[src/ssa_pkg.sv]
`default_nettype none

package ssa_pkg;

    localparam int POS_W    = 31;
    localparam int DIFF_W   = 32;
    localparam int MAG_W    = 31;
    localparam int REG_W    = 32;
    localparam int OUT_W    = 32;
    localparam int D2_W     = 64;
    localparam int ROOT_W   = 32;
    localparam int QUO_W    = 32;
    localparam int CFG_IDX_W = 1;
    localparam int CNT_W    = 6;
    localparam int NUM_AXES = 3;

    typedef enum logic [CFG_IDX_W-1:0] {
        REG_DECAY = 1'b0,
        REG_ACCEL = 1'b1
    } t_reg_idx;

    typedef enum logic [3:0] {
        ST_IDLE,
        ST_SQ,
        ST_CHK,
        ST_STR_INIT,
        ST_STR,
        ST_KMUL,
        ST_SQRT,
        ST_AMUL,
        ST_DIV,
        ST_ACC,
        ST_FIN
    } t_state;

endpackage

`default_nettype wire

[src/ssa_if.sv]
`default_nettype none

interface ssa_in_if;
    logic                        valid;
    logic                        ready;
    logic signed [ssa_pkg::POS_W-1:0] owner_x;
    logic signed [ssa_pkg::POS_W-1:0] owner_y;
    logic signed [ssa_pkg::POS_W-1:0] owner_z;
    logic signed [ssa_pkg::POS_W-1:0] neighbor_x;
    logic signed [ssa_pkg::POS_W-1:0] neighbor_y;
    logic signed [ssa_pkg::POS_W-1:0] neighbor_z;
    logic                        neighbor_valid;
    logic                        last_neighbor;

    modport source (output valid, owner_x, owner_y, owner_z, neighbor_x, neighbor_y,
                    neighbor_z, neighbor_valid, last_neighbor, input ready);
    modport sink (input valid, owner_x, owner_y, owner_z, neighbor_x, neighbor_y,
                  neighbor_z, neighbor_valid, last_neighbor, output ready);
endinterface

interface ssa_out_if;
    logic                             valid;
    logic                             ready;
    logic signed [ssa_pkg::OUT_W-1:0] accel_x;
    logic signed [ssa_pkg::OUT_W-1:0] accel_y;
    logic signed [ssa_pkg::OUT_W-1:0] accel_z;
    logic                             found_any;

    modport source (output valid, accel_x, accel_y, accel_z, found_any, input ready);
    modport sink (input valid, accel_x, accel_y, accel_z, found_any, output ready);
endinterface

interface ssa_cfg_if;
    logic                                 valid;
    logic                                 ready;
    logic [ssa_pkg::CFG_IDX_W-1:0]        index;
    logic [ssa_pkg::REG_W-1:0]            data;

    modport source (output valid, index, data, input ready);
    modport sink (input valid, index, data, output ready);
endinterface

`default_nettype wire

[src/separation_steering_accum.sv]
// Sequence: an item without a neighbor goes straight to finish; a coincident neighbor ends
// after the check; others also run FRAC_BITS strength steps if (decay << FRAC_BITS) < d2.
// Throughput: one item at a time; the shared subtract/compare unit runs the strength
// division, a 32-step square root and three 32-step axis divisions in turn.
// Reset: synchronous active-low; clears sums, found flag, sequencer and output valid, and
// sets both registers to 1.0.
`default_nettype none

module separation_steering_accum #(
    parameter int FRAC_BITS = 16,
    parameter int ACC_WIDTH = 48
) (
    input  wire logic i_clk,
    input  wire logic i_rst_n,
    ssa_in_if.sink    i_in,
    ssa_out_if.source o_out,
    ssa_cfg_if.sink   i_cfg
);
    import ssa_pkg::*;

    localparam int SW = ACC_WIDTH + 2;
    localparam int S_W = FRAC_BITS + 1;

    localparam logic signed [SW-1:0] ACC_HI = {{(SW-ACC_WIDTH+1){1'b0}}, {(ACC_WIDTH-1){1'b1}}};
    localparam logic signed [SW-1:0] ACC_LO = ~ACC_HI;
    localparam logic signed [SW-1:0] O_HI   = {{(SW-OUT_W+1){1'b0}}, {(OUT_W-1){1'b1}}};
    localparam logic signed [SW-1:0] O_LO   = ~O_HI;

    t_state r_state, n_state;

    logic [REG_W-1:0] r_decay, r_accel;
    logic [MAG_W-1:0] r_mag [NUM_AXES];
    logic             r_neg [NUM_AXES];
    logic             r_valid, r_last;
    logic signed [ACC_WIDTH-1:0] r_sum [NUM_AXES];
    logic             r_seen;
    logic [D2_W-1:0]  r_d2, n_d2;
    logic [63:0]      r_rem, n_rem;
    logic [63:0]      r_quo, n_quo;
    logic [63:0]      r_bit, n_bit;
    logic [63:0]      r_num, n_num;
    logic [ROOT_W-1:0] r_root, n_root;
    logic [QUO_W-1:0] r_k, n_k;
    logic [CNT_W-1:0] r_cnt, n_cnt;
    logic [1:0]       r_axis, n_axis;
    logic             r_oval;
    logic signed [OUT_W-1:0] r_ox, r_oy, r_oz;
    logic             r_ofound;

    logic [64:0] sub_a, sub_b;
    logic [65:0] sub_d;
    logic        sub_ge;
    logic [31:0] mul_a, mul_b;
    logic [63:0] mul_p;

    logic accept, load_out, out_free, cnt_end;
    logic [DIFF_W-1:0] dif [NUM_AXES];
    logic signed [SW-1:0] acc_ext, term, acc_sum, acc_new;

    assign accept   = i_in.valid && i_in.ready;
    assign out_free = !r_oval || o_out.ready;
    assign load_out = (r_state == ST_FIN) && r_last && out_free;

    assign sub_d  = {1'b0, sub_a} - {1'b0, sub_b};
    assign sub_ge = !sub_d[65];
    assign mul_p  = 64'(mul_a) * 64'(mul_b);

    always_comb begin
        dif[0] = {i_in.owner_x[POS_W-1], i_in.owner_x} - {i_in.neighbor_x[POS_W-1], i_in.neighbor_x};
        dif[1] = {i_in.owner_y[POS_W-1], i_in.owner_y} - {i_in.neighbor_y[POS_W-1], i_in.neighbor_y};
        dif[2] = {i_in.owner_z[POS_W-1], i_in.owner_z} - {i_in.neighbor_z[POS_W-1], i_in.neighbor_z};
    end

    always_comb begin
        case (r_state)
            ST_STR:  cnt_end = (r_cnt == CNT_W'(FRAC_BITS - 1));
            default: cnt_end = (r_cnt == CNT_W'(31));
        endcase
    end

    always_comb begin
        n_state = r_state;
        case (r_state)
            ST_IDLE: begin
                if (accept) n_state = i_in.neighbor_valid ? ST_SQ : ST_FIN;
            end
            ST_SQ: begin
                if (r_axis == 2'd2) n_state = ST_CHK;
            end
            ST_CHK: begin
                n_state = (r_d2 == '0) ? ST_FIN : ST_STR_INIT;
            end
            ST_STR_INIT: begin
                n_state = sub_ge ? ST_KMUL : ST_STR;
            end
            ST_STR: begin
                if (cnt_end) n_state = ST_KMUL;
            end
            ST_KMUL: n_state = ST_SQRT;
            ST_SQRT: begin
                if (cnt_end) n_state = ST_AMUL;
            end
            ST_AMUL: n_state = ST_DIV;
            ST_DIV: begin
                if (cnt_end) n_state = ST_ACC;
            end
            ST_ACC: begin
                n_state = (r_axis == 2'd2) ? ST_FIN : ST_AMUL;
            end
            ST_FIN: begin
                if (!r_last || out_free) n_state = ST_IDLE;
            end
            default: n_state = ST_IDLE;
        endcase
    end

    always_comb begin
        sub_a = '0;
        sub_b = '0;
        mul_a = '0;
        mul_b = '0;
        case (r_state)
            ST_SQ: begin
                mul_a = 32'(r_mag[r_axis]);
                mul_b = 32'(r_mag[r_axis]);
            end
            ST_STR_INIT: begin
                sub_a = 65'(r_decay) << FRAC_BITS;
                sub_b = 65'(r_d2);
            end
            ST_STR: begin
                sub_a = {r_rem, 1'b0};
                sub_b = 65'(r_d2);
            end
            ST_KMUL: begin
                mul_a = 32'(r_quo[S_W-1:0]);
                mul_b = r_accel;
            end
            ST_SQRT: begin
                sub_a = 65'(r_rem);
                sub_b = 65'(r_quo + r_bit);
            end
            ST_AMUL: begin
                mul_a = 32'(r_mag[r_axis]);
                mul_b = r_k;
            end
            ST_DIV: begin
                sub_a = 65'({r_rem[31:0], r_num[31]});
                sub_b = 65'(r_root);
            end
            default: begin
                sub_a = '0;
            end
        endcase
    end

    always_comb begin
        acc_ext = SW'(r_sum[r_axis]);
        term    = r_neg[r_axis] ? -SW'(r_quo[QUO_W-1:0]) : SW'(r_quo[QUO_W-1:0]);
        acc_sum = acc_ext + term;
        if (acc_sum > ACC_HI) begin
            acc_new = ACC_HI;
        end else if (acc_sum < ACC_LO) begin
            acc_new = ACC_LO;
        end else begin
            acc_new = acc_sum;
        end
    end

    function automatic logic signed [OUT_W-1:0] sat_out(input logic signed [ACC_WIDTH-1:0] v);
        logic signed [SW-1:0] e;
        e = SW'(v);
        if (e > O_HI) begin
            sat_out = O_HI[OUT_W-1:0];
        end else if (e < O_LO) begin
            sat_out = O_LO[OUT_W-1:0];
        end else begin
            sat_out = e[OUT_W-1:0];
        end
    endfunction

    always_comb begin
        n_d2   = r_d2;
        n_rem  = r_rem;
        n_quo  = r_quo;
        n_bit  = r_bit;
        n_num  = r_num;
        n_root = r_root;
        n_k    = r_k;
        n_cnt  = r_cnt;
        n_axis = r_axis;
        case (r_state)
            ST_IDLE: begin
                n_d2   = '0;
                n_axis = '0;
            end
            ST_SQ: begin
                n_d2   = r_d2 + mul_p;
                n_axis = r_axis + 2'd1;
            end
            ST_STR_INIT: begin
                n_rem = sub_a[63:0];
                n_quo = sub_ge ? (64'd1 << FRAC_BITS) : '0;
                n_cnt = '0;
            end
            ST_STR: begin
                n_rem = sub_ge ? sub_d[63:0] : sub_a[63:0];
                n_quo = {r_quo[62:0], sub_ge};
                n_cnt = r_cnt + CNT_W'(1);
            end
            ST_KMUL: begin
                n_k   = mul_p[FRAC_BITS +: QUO_W];
                n_rem = r_d2;
                n_quo = '0;
                n_bit = 64'd1 << 62;
                n_cnt = '0;
            end
            ST_SQRT: begin
                if (sub_ge) begin
                    n_rem = sub_d[63:0];
                    n_quo = (r_quo >> 1) + r_bit;
                end else begin
                    n_quo = r_quo >> 1;
                end
                n_bit  = r_bit >> 2;
                n_cnt  = r_cnt + CNT_W'(1);
                n_root = n_quo[ROOT_W-1:0];
                n_axis = '0;
            end
            ST_AMUL: begin
                n_num = mul_p;
                n_rem = {32'd0, mul_p[63:32]};
                n_quo = '0;
                n_cnt = '0;
            end
            ST_DIV: begin
                n_rem = {32'd0, sub_ge ? sub_d[31:0] : sub_a[31:0]};
                n_num = r_num << 1;
                n_quo = {r_quo[62:0], sub_ge};
                n_cnt = r_cnt + CNT_W'(1);
            end
            ST_ACC: begin
                n_axis = r_axis + 2'd1;
            end
            default: begin
                n_cnt = r_cnt;
            end
        endcase
    end

    always_ff @(posedge i_clk) begin
        if (!i_rst_n) begin
            r_state  <= ST_IDLE;
            r_decay  <= REG_W'(1) << FRAC_BITS;
            r_accel  <= REG_W'(1) << FRAC_BITS;
            r_sum[0] <= '0;
            r_sum[1] <= '0;
            r_sum[2] <= '0;
            r_seen   <= 1'b0;
            r_oval   <= 1'b0;
            r_cnt    <= '0;
            r_axis   <= '0;
        end else begin
            r_state <= n_state;
            r_cnt   <= n_cnt;
            r_axis  <= n_axis;
            if (i_cfg.valid && i_cfg.ready) begin
                case (t_reg_idx'(i_cfg.index))
                    REG_DECAY: r_decay <= i_cfg.data;
                    REG_ACCEL: r_accel <= i_cfg.data;
                    default:   r_decay <= r_decay;
                endcase
            end
            if (accept && i_in.neighbor_valid) r_seen <= 1'b1;
            if (r_state == ST_ACC) r_sum[r_axis] <= acc_new[ACC_WIDTH-1:0];
            if (load_out) begin
                r_oval   <= 1'b1;
                r_sum[0] <= '0;
                r_sum[1] <= '0;
                r_sum[2] <= '0;
                r_seen   <= 1'b0;
            end else if (o_out.ready) begin
                r_oval <= 1'b0;
            end
        end
    end

    always_ff @(posedge i_clk) begin
        r_d2   <= n_d2;
        r_rem  <= n_rem;
        r_quo  <= n_quo;
        r_bit  <= n_bit;
        r_num  <= n_num;
        r_root <= n_root;
        r_k    <= n_k;
        if (accept) begin
            r_valid <= i_in.neighbor_valid;
            r_last  <= i_in.last_neighbor;
            for (int a = 0; a < NUM_AXES; a++) begin
                r_neg[a] <= dif[a][DIFF_W-1];
                r_mag[a] <= dif[a][DIFF_W-1] ? MAG_W'(-dif[a]) : dif[a][MAG_W-1:0];
            end
        end
        if (load_out) begin
            r_ox     <= sat_out(r_sum[0]);
            r_oy     <= sat_out(r_sum[1]);
            r_oz     <= sat_out(r_sum[2]);
            r_ofound <= r_seen;
        end
    end

    assign i_in.ready      = (r_state == ST_IDLE);
    assign i_cfg.ready     = 1'b1;
    assign o_out.valid     = r_oval;
    assign o_out.accel_x   = r_ox;
    assign o_out.accel_y   = r_oy;
    assign o_out.accel_z   = r_oz;
    assign o_out.found_any = r_ofound;

`ifndef NO_ASSERTIONS
    a_busy_after_accept: assert property (@(posedge i_clk) disable iff (!i_rst_n)
        accept |=> (r_state != ST_IDLE))
        else $error("sequencer did not leave idle after an accepted word");

    a_div_rem_bound: assert property (@(posedge i_clk) disable iff (!i_rst_n)
        (r_state == ST_DIV) |-> (r_rem[63:32] == '0) && (r_rem[31:0] < r_root))
        else $error("divider remainder out of range");

    a_clear_on_emit: assert property (@(posedge i_clk) disable iff (!i_rst_n)
        load_out |=> (r_sum[0] == '0) && (r_sum[1] == '0) && (r_sum[2] == '0) && !r_seen)
        else $error("state not cleared after result");

    a_valid_only_flag: assert property (@(posedge i_clk) disable iff (!i_rst_n)
        (r_state == ST_SQ) |-> r_valid)
        else $error("distance computed for an empty word");
`endif

endmodule

`default_nettype wire
[src/flat_wrapper.sv]
// flat-port wrapper written by rule: the top's interface ports become plain ports
module separation_steering_accum_flat import ssa_pkg::*;
#(
    parameter int FRAC_BITS = 16,
    parameter int ACC_WIDTH = 48
)
  (i_clk, i_rst_n, i_in_valid, i_in_owner_x, i_in_owner_y, i_in_owner_z, i_in_neighbor_x, i_in_neighbor_y, i_in_neighbor_z, i_in_neighbor_valid, i_in_last_neighbor, i_in_ready, o_out_valid, o_out_accel_x, o_out_accel_y, o_out_accel_z, o_out_found_any, o_out_ready, i_cfg_valid, i_cfg_index, i_cfg_data, i_cfg_ready);
  ssa_in_if i_in_i ();
  ssa_out_if o_out_i ();
  ssa_cfg_if i_cfg_i ();
  input  wire logic i_clk;
  input  wire logic i_rst_n;
  input wire logic [$bits(i_in_i.valid)-1:0] i_in_valid;
  input wire logic [$bits(i_in_i.owner_x)-1:0] i_in_owner_x;
  input wire logic [$bits(i_in_i.owner_y)-1:0] i_in_owner_y;
  input wire logic [$bits(i_in_i.owner_z)-1:0] i_in_owner_z;
  input wire logic [$bits(i_in_i.neighbor_x)-1:0] i_in_neighbor_x;
  input wire logic [$bits(i_in_i.neighbor_y)-1:0] i_in_neighbor_y;
  input wire logic [$bits(i_in_i.neighbor_z)-1:0] i_in_neighbor_z;
  input wire logic [$bits(i_in_i.neighbor_valid)-1:0] i_in_neighbor_valid;
  input wire logic [$bits(i_in_i.last_neighbor)-1:0] i_in_last_neighbor;
  output wire logic [$bits(i_in_i.ready)-1:0] i_in_ready;
  output wire logic [$bits(o_out_i.valid)-1:0] o_out_valid;
  output wire logic [$bits(o_out_i.accel_x)-1:0] o_out_accel_x;
  output wire logic [$bits(o_out_i.accel_y)-1:0] o_out_accel_y;
  output wire logic [$bits(o_out_i.accel_z)-1:0] o_out_accel_z;
  output wire logic [$bits(o_out_i.found_any)-1:0] o_out_found_any;
  input wire logic [$bits(o_out_i.ready)-1:0] o_out_ready;
  input wire logic [$bits(i_cfg_i.valid)-1:0] i_cfg_valid;
  input wire logic [$bits(i_cfg_i.index)-1:0] i_cfg_index;
  input wire logic [$bits(i_cfg_i.data)-1:0] i_cfg_data;
  output wire logic [$bits(i_cfg_i.ready)-1:0] i_cfg_ready;
  assign i_in_i.valid = i_in_valid;
  assign i_in_i.owner_x = i_in_owner_x;
  assign i_in_i.owner_y = i_in_owner_y;
  assign i_in_i.owner_z = i_in_owner_z;
  assign i_in_i.neighbor_x = i_in_neighbor_x;
  assign i_in_i.neighbor_y = i_in_neighbor_y;
  assign i_in_i.neighbor_z = i_in_neighbor_z;
  assign i_in_i.neighbor_valid = i_in_neighbor_valid;
  assign i_in_i.last_neighbor = i_in_last_neighbor;
  assign i_in_ready = i_in_i.ready;
  assign o_out_valid = o_out_i.valid;
  assign o_out_accel_x = o_out_i.accel_x;
  assign o_out_accel_y = o_out_i.accel_y;
  assign o_out_accel_z = o_out_i.accel_z;
  assign o_out_found_any = o_out_i.found_any;
  assign o_out_i.ready = o_out_ready;
  assign i_cfg_i.valid = i_cfg_valid;
  assign i_cfg_i.index = i_cfg_index;
  assign i_cfg_i.data = i_cfg_data;
  assign i_cfg_ready = i_cfg_i.ready;
  separation_steering_accum #(.FRAC_BITS(FRAC_BITS), .ACC_WIDTH(ACC_WIDTH)) u_core (.i_clk(i_clk), .i_rst_n(i_rst_n), .i_in(i_in_i), .o_out(o_out_i), .i_cfg(i_cfg_i));
endmodule
[config.mk]
export PLATFORM = sky130hd
export DESIGN_NAME = separation_steering_accum_flat
export DESIGN_NICKNAME = d
export VERILOG_FILES = /design/src/ssa_pkg.sv /design/src/ssa_if.sv /design/src/separation_steering_accum.sv /design/src/flat_wrapper.sv
export SDC_FILE = /design/constraint.sdc
export NUM_CORES = 2
export LEC_CHECK = 0
export BUFFER_PORTS_ARGS = -buffer_cell sky130_fd_sc_hd__buf_2
export CAP_MARGIN = 20
export CORE_AREA = 4 4 486 488
export CTS_BUF_LIST = sky130_fd_sc_hd__clkbuf_8
export CTS_CLUSTER_SIZE = 28
export DETAILED_ROUTE_END_ITERATION = 6
export DIE_AREA = 0 0 490 492
export GPL_TIMING_DRIVEN = 0
export MAX_ROUTING_LAYER = met4
export PLACE_DENSITY = 0.49
export SLEW_MARGIN = 20
export SYNTH_ARGS = -nofsm -noshare
export SYNTH_HDL_FRONTEND = slang
export SYNTH_SLANG_ARGS = --single-unit
[constraint.sdc]
create_clock -name i_clk -period 20.3 [get_ports i_clk]
set_clock_uncertainty 0.15 [all_clocks]
set_input_delay 1.015 -clock i_clk [delete_from_list [all_inputs] [get_ports i_clk]]
set_output_delay 1.015 -clock i_clk [all_outputs]
set_load 0.1 [all_outputs]
# Yosys cells after proc, flatten, opt, wreduce, memory -nomap -nowiden
# Memories as Yosys holds them, arrays and structs flattened. A register that Yosys moved wholly into a read port is not among the register bits.
# Cells that the tools add are included.
# op_classes
n_addsub,14
multipliers,1
magnitude_cmp,8
eq_ne,20
muxes,60
bitwise,5
reduce_logical,33
# ops
operator,count
case mux 64 bit (6 select lines),1
two-way mux 48 bit,6
case mux 65 bit (4 select lines),1
case mux 64 bit (2 select lines),2
case mux 64 bit (4 select lines),1
case mux 65 bit (3 select lines),1
two-way mux 64 bit,3
"> comparator 48 x 32 -> 1 bit, second input constant",3
"< comparator 48 x 32 -> 1 bit, second input constant",3
two-way mux 32 bit,4
case mux 32 bit (3 select lines),1
subtractor 31 x 31 -> 32 bit,3
two-way mux 31 bit,3
negation 31 bit,3
subtractor 65 x 65 -> 66 bit,1
adder 64 x 64 -> 65 bit,1
adder 63 x 64 -> 64 bit,1
adder 64 x 63 -> 64 bit,1
logical NOT 64 bit,1
case mux 32 bit (2 select lines),1
multiplier 31 x 32 -> 63 bit,1
case mux 31 bit (2 select lines),1
adder 48 x 50 -> 50 bit,1
"> comparator 50 x 48 -> 1 bit, second input constant",1
35 further kinds,96
# totals
regBits,528
ram_bits,240
out_inout_bits,100
elab_cells,163
mem_count,3
# mem_list
name,depth,width,read_ports,rd_clocked_by_memory_dff,write_ports,line,text
u_core.r_sum,3,48,4,1,3,separation_steering_accum.sv:35,logic signed [ACC_WIDTH-1:0] r_sum [NUM_AXES];
u_core.r_mag,3,31,1,1,3,separation_steering_accum.sv:32,logic [MAG_W-1:0] r_mag [NUM_AXES];
u_core.r_neg,3,1,1,1,3,separation_steering_accum.sv:33,logic r_neg [NUM_AXES];

# Depth between registers and ports, before layout
# depth
depth_word,8
ltp_mapped,49
depth_no_buf,46

# Worst setup path before layout
# No wires, ideal clock.
# synth_timing
path_kind,register -> register
startpoint,register with a tool-made name
endpoint,"register u_core.r_d2[61], data pin"
t_arrival_ps,10770
required_time_ps,19884
slack_ps,9114
path_stages_with_launch,42
path_buffers,5
synth_period_minus_slack_ps,11186
path_cell_list,dfxtp_1 clkbuf_1 clkbuf_1 mux2i_1 nor2_1 a21oi_1 o21a_1 clkbuf_1 buf_1 nor2_1 fa_1 fa_1 fa_1 inv_1 fa_1 inv_1 fa_1 fa_1 [6 not listed] a211o_1 a211oi_1 nor2_1 a41oi_1 o21bai_1 a311oi_1 xnor2_1 ha_1 and3_1 nand4_1 or3_1 o21ai_0 a21o_1 a31o_2 a31oi_1 o31ai_1 xnor2_1 nor2_1
# synth_lines
item,line,text
"end signal, assigned",separation_steering_accum.sv:289,r_d2 <= n_d2;
"end, declared",separation_steering_accum.sv:37,"logic [D2_W-1:0] r_d2, n_d2;"

# Final worst setup path
# layout_timing
startpoint,register u_core.r_state[0]
endpoint,"register u_core.r_d2[60], data pin"
# layout_via
elab_chain_cells,6
word_cells_on_any_way,10
classes_between,add/sub: 1; mul: 1; eq/ne: 3; mux: 3; reduce/logical: 2
# layout_lines
item,line,text
"start, declared",separation_steering_accum.sv:29,"t_state r_state, n_state;"
"start signal, assigned",separation_steering_accum.sv:264,r_state <= n_state;
equality test 4 x 3 -> 1 bit / equality test 4 x 1 -> 1 bit (equally long branches),separation_steering_accum.sv:122,case (r_state)
OR reduction 2 bit (no source line),--,
case mux 31 bit (2 select lines),separation_steering_accum.sv:122,
multiplier 31 x 32 -> 63 bit *,separation_steering_accum.sv:66,assign mul_p = 64'(mul_a) * 64'(mul_b);
via u_core.mul_p[45],separation_steering_accum.sv:54,logic [63:0] mul_p;
adder 64 x 63 -> 64 bit *,separation_steering_accum.sv:198,n_d2 = r_d2 + mul_p;
case mux 64 bit (2 select lines) *,separation_steering_accum.sv:192,case (r_state)
# Mark *: on every way through the listed nets, which the timed path passes. The rest lies on a longest branch.
# A chain may end at the register's enable or synchronous reset.

==> out/results.md <==
| Step | Metric | Value |
| --- | --- | --- |
| floorplanning | Placeable core area | 232000 sq um |
| clock network | Clock buffer depth | 3 |
| clock network | Number of clock buffers inserted by TritonCTS | 150 |
| worst setup path | Family with the most delay on the worst path | adder cells |
| floorplanning | Placement Rows | 177 |
| floorplanning | Number of primary I/O pins | 326 |
| global route | Largest net degree at the start of global routing | 57 |
| clock network | Number of buffers added to fix hold violations after cts | 1 |
| worst setup path | Slowest stage delay, CP | 0.95 ns |
| place | Routability cong. | 1.03 |
| clock network | Buffers inserted by post-CTS timing repair | 0 |
| place | Port Buf Inserts | 324 |
| worst setup path | Reg-to-reg setup timing slack | 3.83 ns |
| routing | Length of the first detailed-routing pass in iterations | 7 |
| routing | Residual DRC count | 13 |
| synth | Dominant register cell in the synthesized netlist | sky130_fd_sc_hd__edfxtp_1 |
| pwr | Power per Cell Area | 134 nW/um^2 |
| floorplanning | Height of the die | 492 microns |
| finish | Total of fill cells in the finished design | 23300 |
| synth | Share of synthesized flip-flops with an asynchronous set or reset | 0 |
| sta | Worst hold slack | 0.211 ns |
| floorplanning | Total Die Area | 241000 sq um |
| sta | Total negative setup slack | 0 ns |
| synth | Syn Nets | 11400 |
| routing | Final WL | 377000 microns |
| job | Reported max-cap violation count | 0 |
| clock network | Latest clock arrival within the worst-skew pair | 0.97 ns |
| pwr | Proportion of power drawn by flip-flops and latches | 0.211 |
| synth | FF+latch count, synth | 786 |
| sta | Worst Max-Slew Pin Slew | 1.29 ns |
| worst setup path | Most Frequent Cell on Critical Path | sky130_fd_sc_hd__fa_1 |
| worst setup path | Critical Path Source | u_core.r_state[0] |
| routing | Number of violations reported at the end of detailed-routing iteration 0 | 7829 |
| synth | Netlist area before placement | 87800 sq um |
| place | Half-perimeter wire length of the detailed placement result | 307000 microns |
| synth | Count of flip-flops with a built-in enable after synthesis | 706 |
| synth | Proportion of synthesized chip area in sequential cells | 0.260 |
| routing | Via/cell ratio | 5.77 |
| worst hold path | Hold path depth | 3 |
| clock network | Library cell used as clock root buffer | sky130_fd_sc_hd__clkbuf_8 |
| worst hold path | Classification of the worst-slack hold path | primary input to flip-flop |
| sta | Period Utilization, post-route | 0.811 |
| pwr | Maximum ir drop on the vdd rail | 0.214 mV |
| worst setup path | Endpoint of the lowest-slack register-to-register path | u_core.r_d2[60] |
| sta | Post-layout worst setup margin | 3.83 ns |
| worst setup path | Critical path launch point type | flip-flop |
| finish | Layout area overhead | 10.9% |
| worst hold path | Start point of the worst hold path | i_cfg_data[27] |
| global route | Number of global-route vias before repair | 77000 |
| pwr | Reported net switching power | 0.00732 W |
| sta | Setup repair after global routing missed its margin | false |
| clock network | Sink Count | 786 |
| run status | Result of the run | finished, violations left |
| worst setup path | Standard cell with the maximum stage delay on the critical path | sky130_fd_sc_hd__xnor2_1 |
| clock network | # H-tree levels | 4 |
| sta | Number of setup violations in the final report | 0 |
| pwr | Combinational Power Share | 0.661 |
| sta | FMAX | 0.0607 GHz |
| worst setup path | Critical path capture point type | flip-flop |
| pwr | Leakage power total | 42.3 nW |
| worst setup path | Required time at the endpoint of the critical path | 20.82 ns |
| worst hold path | Hold EP | u_core.r_decay[27] |
| finish | Final-stage net count | 11900 |
| sta | Max-slew headroom | 0.132 |
| sta | Max-slew violation count | 0 |
| place | DP Worst Slack | 4.55 ns |
| pwr | Internal power component | 0.00576 W |
| floorplanning | Effective utilization at floorplan | 0.379 |
| floorplanning | Width of the die | 490 microns |
| finish | Post-route core utilization | 0.420 |
| worst setup path | Number of buffer and inverter stages on the critical path | 10 |
| finish | Ratio of cells with drive above 1 in the final layout | 0.0784 |
| routing | DR vias | 77200 |
| synth | Total number of yosys warnings | 0 |
| run status | Violated checks | DRC |
| pwr | Clk pwr share | 0.128 |
| routing | Detail-routed net length per standard cell | 28.1 microns |
| routing | Antenna Nets Post-Route | 0 |
| synth | Average instance area after synthesis | 9.07 sq um |
| worst setup path | Worst setup path category | flip-flop to flip-flop |
| global route | First-pass GRT wire length | 538000 microns |
| synth | Unique masters post-synth | 106 |
| pwr | Switching fraction of total power | 0.560 |
| worst setup path | Arrival time reported for the critical path endpoint | 16.98 ns |
| worst setup path | R2R cell count | 41 |
| global route | Total global-route track usage | 0.314 |
| clock network | TritonCTS clock tree | done |
| sta | Final-report hold violation count | 0 |
| synth | Syn Inst Count | 9680 |
| clock network | Post-cts repair resize count | 0 |
| global route | Initial antenna violation count | 11 |
| worst setup path | Startpoint of the most critical register-to-register path | u_core.r_state[0] |
| global route | Total global routing overflow | 0 |
| sta | Minimum clock period after layout | 16.47 ns |
| clock network | Clock-pin slew on the worst setup and hold paths | 0.06 ns |
| worst setup path | Critical path peak fanout | 10 |
## placed cells by master, fill, tap and decap left out, types with 106 or more instances in the layout
master / count
sky130_fd_sc_hd__buf_2: 345
sky130_fd_sc_hd__clkbuf_8: 154
sky130_fd_sc_hd__nand2_1: 1182
sky130_fd_sc_hd__edfxtp_1: 706
sky130_fd_sc_hd__nor2_1: 935
sky130_fd_sc_hd__o21ai_1: 146
sky130_fd_sc_hd__o21ai_0: 435
sky130_fd_sc_hd__a31oi_1: 106
sky130_fd_sc_hd__inv_1: 1151
sky130_fd_sc_hd__clkbuf_1: 451
sky130_fd_sc_hd__xnor2_1: 324
sky130_fd_sc_hd__xor2_1: 207
sky130_fd_sc_hd__fa_1: 872
sky130_fd_sc_hd__a21o_1: 302
sky130_fd_sc_hd__ha_1: 604
sky130_fd_sc_hd__a21oi_1: 536
sky130_fd_sc_hd__a22oi_1: 129
## tightest hold or removal path: stages
cell	delay, ns
sky130_fd_sc_hd__buf_2	0.12
sky130_fd_sc_hd__nand2_1	0.05
sky130_fd_sc_hd__a21oi_1	0.05
## through the flow
stage / power (W) / area (sq um) / instances
after detailed placement: 0.0112 / 94200 / 13100
final: 0.0131 / 97400 / 13400
after floorplan: 0.00776 / 87800 / 9680
after global placement: 0.0111 / 93200 / 13000
after global routing: 0.0138 / 97400 / 13400
after CTS: 0.0129 / 97300 / 13400
## cells in the mapped netlist, types with 39 or more instances
library cell | count | area share
sky130_fd_sc_hd__fa_1 | 872 | 0.20
sky130_fd_sc_hd__inv_1 | 1104 | 0.047
sky130_fd_sc_hd__o211ai_1 | 39 | 0.0033
sky130_fd_sc_hd__xor2_1 | 207 | 0.021
sky130_fd_sc_hd__o31ai_1 | 42 | 0.0036
sky130_fd_sc_hd__nand2_1 | 1186 | 0.051
sky130_fd_sc_hd__nor3_1 | 77 | 0.0044
sky130_fd_sc_hd__o21ai_0 | 443 | 0.025
sky130_fd_sc_hd__and3_1 | 90 | 0.0064
sky130_fd_sc_hd__nor2_1 | 942 | 0.040
sky130_fd_sc_hd__a22o_1 | 66 | 0.0066
sky130_fd_sc_hd__buf_1 | 42 | 0.0018
sky130_fd_sc_hd__o21bai_1 | 63 | 0.0054
sky130_fd_sc_hd__a21oi_1 | 539 | 0.031
sky130_fd_sc_hd__a222oi_1 | 47 | 0.0054
sky130_fd_sc_hd__and2_1 | 39 | 0.0028
sky130_fd_sc_hd__edfxtp_1 | 706 | 0.24
sky130_fd_sc_hd__nand2b_1 | 69 | 0.0049
sky130_fd_sc_hd__a211oi_1 | 43 | 0.0037
sky130_fd_sc_hd__o21ai_1 | 152 | 0.0087
sky130_fd_sc_hd__a21o_1 | 302 | 0.026
sky130_fd_sc_hd__nand3_1 | 86 | 0.0049
sky130_fd_sc_hd__a31oi_1 | 106 | 0.0076
sky130_fd_sc_hd__mux2i_1 | 51 | 0.0058
sky130_fd_sc_hd__nor4_1 | 48 | 0.0034
sky130_fd_sc_hd__mux4_2 | 48 | 0.012
sky130_fd_sc_hd__o21a_1 | 97 | 0.0083
sky130_fd_sc_hd__nor2b_1 | 58 | 0.0041
sky130_fd_sc_hd__clkbuf_1 | 463 | 0.020
sky130_fd_sc_hd__ha_1 | 604 | 0.086
sky130_fd_sc_hd__dfxtp_1 | 80 | 0.018
sky130_fd_sc_hd__nand4_1 | 98 | 0.0070
sky130_fd_sc_hd__xnor2_1 | 324 | 0.032
sky130_fd_sc_hd__a22oi_1 | 129 | 0.011
## power by group through the flow
stage          registers (W)  logic, W  clock network, W
3_3_place_gp         0.00283   0.00829                 0
6_report             0.00275   0.00865           0.00168
2_1_floorplan        0.00263   0.00514                 0
3_5_place_dp         0.00277   0.00843                 0
5_1_grt              0.00276   0.00921           0.00178
4_1_cts              0.00274   0.00848           0.00171
## sequential cells by signal, indices dropped and copies added (netlist names), 4 cells and up, named ones only
| signal | cells |
|---|---|
| u_core.o_out.accel_x | 32 |
| u_core.r_bit | 32 |
| u_core.r_num | 32 |
| u_core.o_out.accel_y | 32 |
| u_core.r_cnt | 6 |
| u_core.r_accel | 32 |
| u_core.r_d2 | 64 |
| u_core.r_mag | 93 |
| u_core.r_state | 4 |
| u_core.r_decay | 32 |
| u_core.r_root | 32 |
| u_core.r_sum | 192 |
| u_core.r_k | 32 |
| u_core.r_quo | 64 |
| u_core.o_out.accel_z | 32 |
| u_core.r_rem | 64 |
## logic make-up after synthesis
group                      share of synthesized area
DFF                                            0.260
muxes                                         0.0202
adders and majority gates                      0.285
AOI/OAI and AO/OA                              0.169
buffers and inverters                         0.0721
xor gates and xnor gates                      0.0535
other                                      0.0000427
and+or+nand+nor                                0.140
## final cells by class
type / instances / area, sq um / share of cell area
antenna: 16 / 40.0 / 0.000411
tap: 3043 / 3810 / 0.0391
multi-input combinational: 7249 / 58900 / 0.605
buffer: 540 / 2210 / 0.0226
clock buffer: 154 / 2120 / 0.0218
clock inverter: 122 / 980 / 0.0101
inverter: 1105 / 4150 / 0.0426
timing repair buffer: 376 / 2400 / 0.0246
sequential: 786 / 22800 / 0.234
## layer usage
layer / track usage / part of all wire
met5: - / 0
met4: 0.125 / 0.047
met3: 0.0629 / 0.086
met2: 0.462 / 0.43
met1: 0.424 / 0.43
## how the worst max path moves through the flow
stage          slack [ns]              end  cells after the start
6_report             3.83  u_core.r_d2[60]                     41
5_1_grt              3.68  u_core.r_d2[60]                     41
4_1_cts              4.44  u_core.r_d2[60]                     41
3_5_place_dp         4.55  u_core.r_d2[60]                     41
3_3_place_gp         3.80  u_core.r_d2[60]                     41
2_1_floorplan        9.11  u_core.r_d2[61]                     41
No activity file was read; power rests on OpenSTA's default activity.
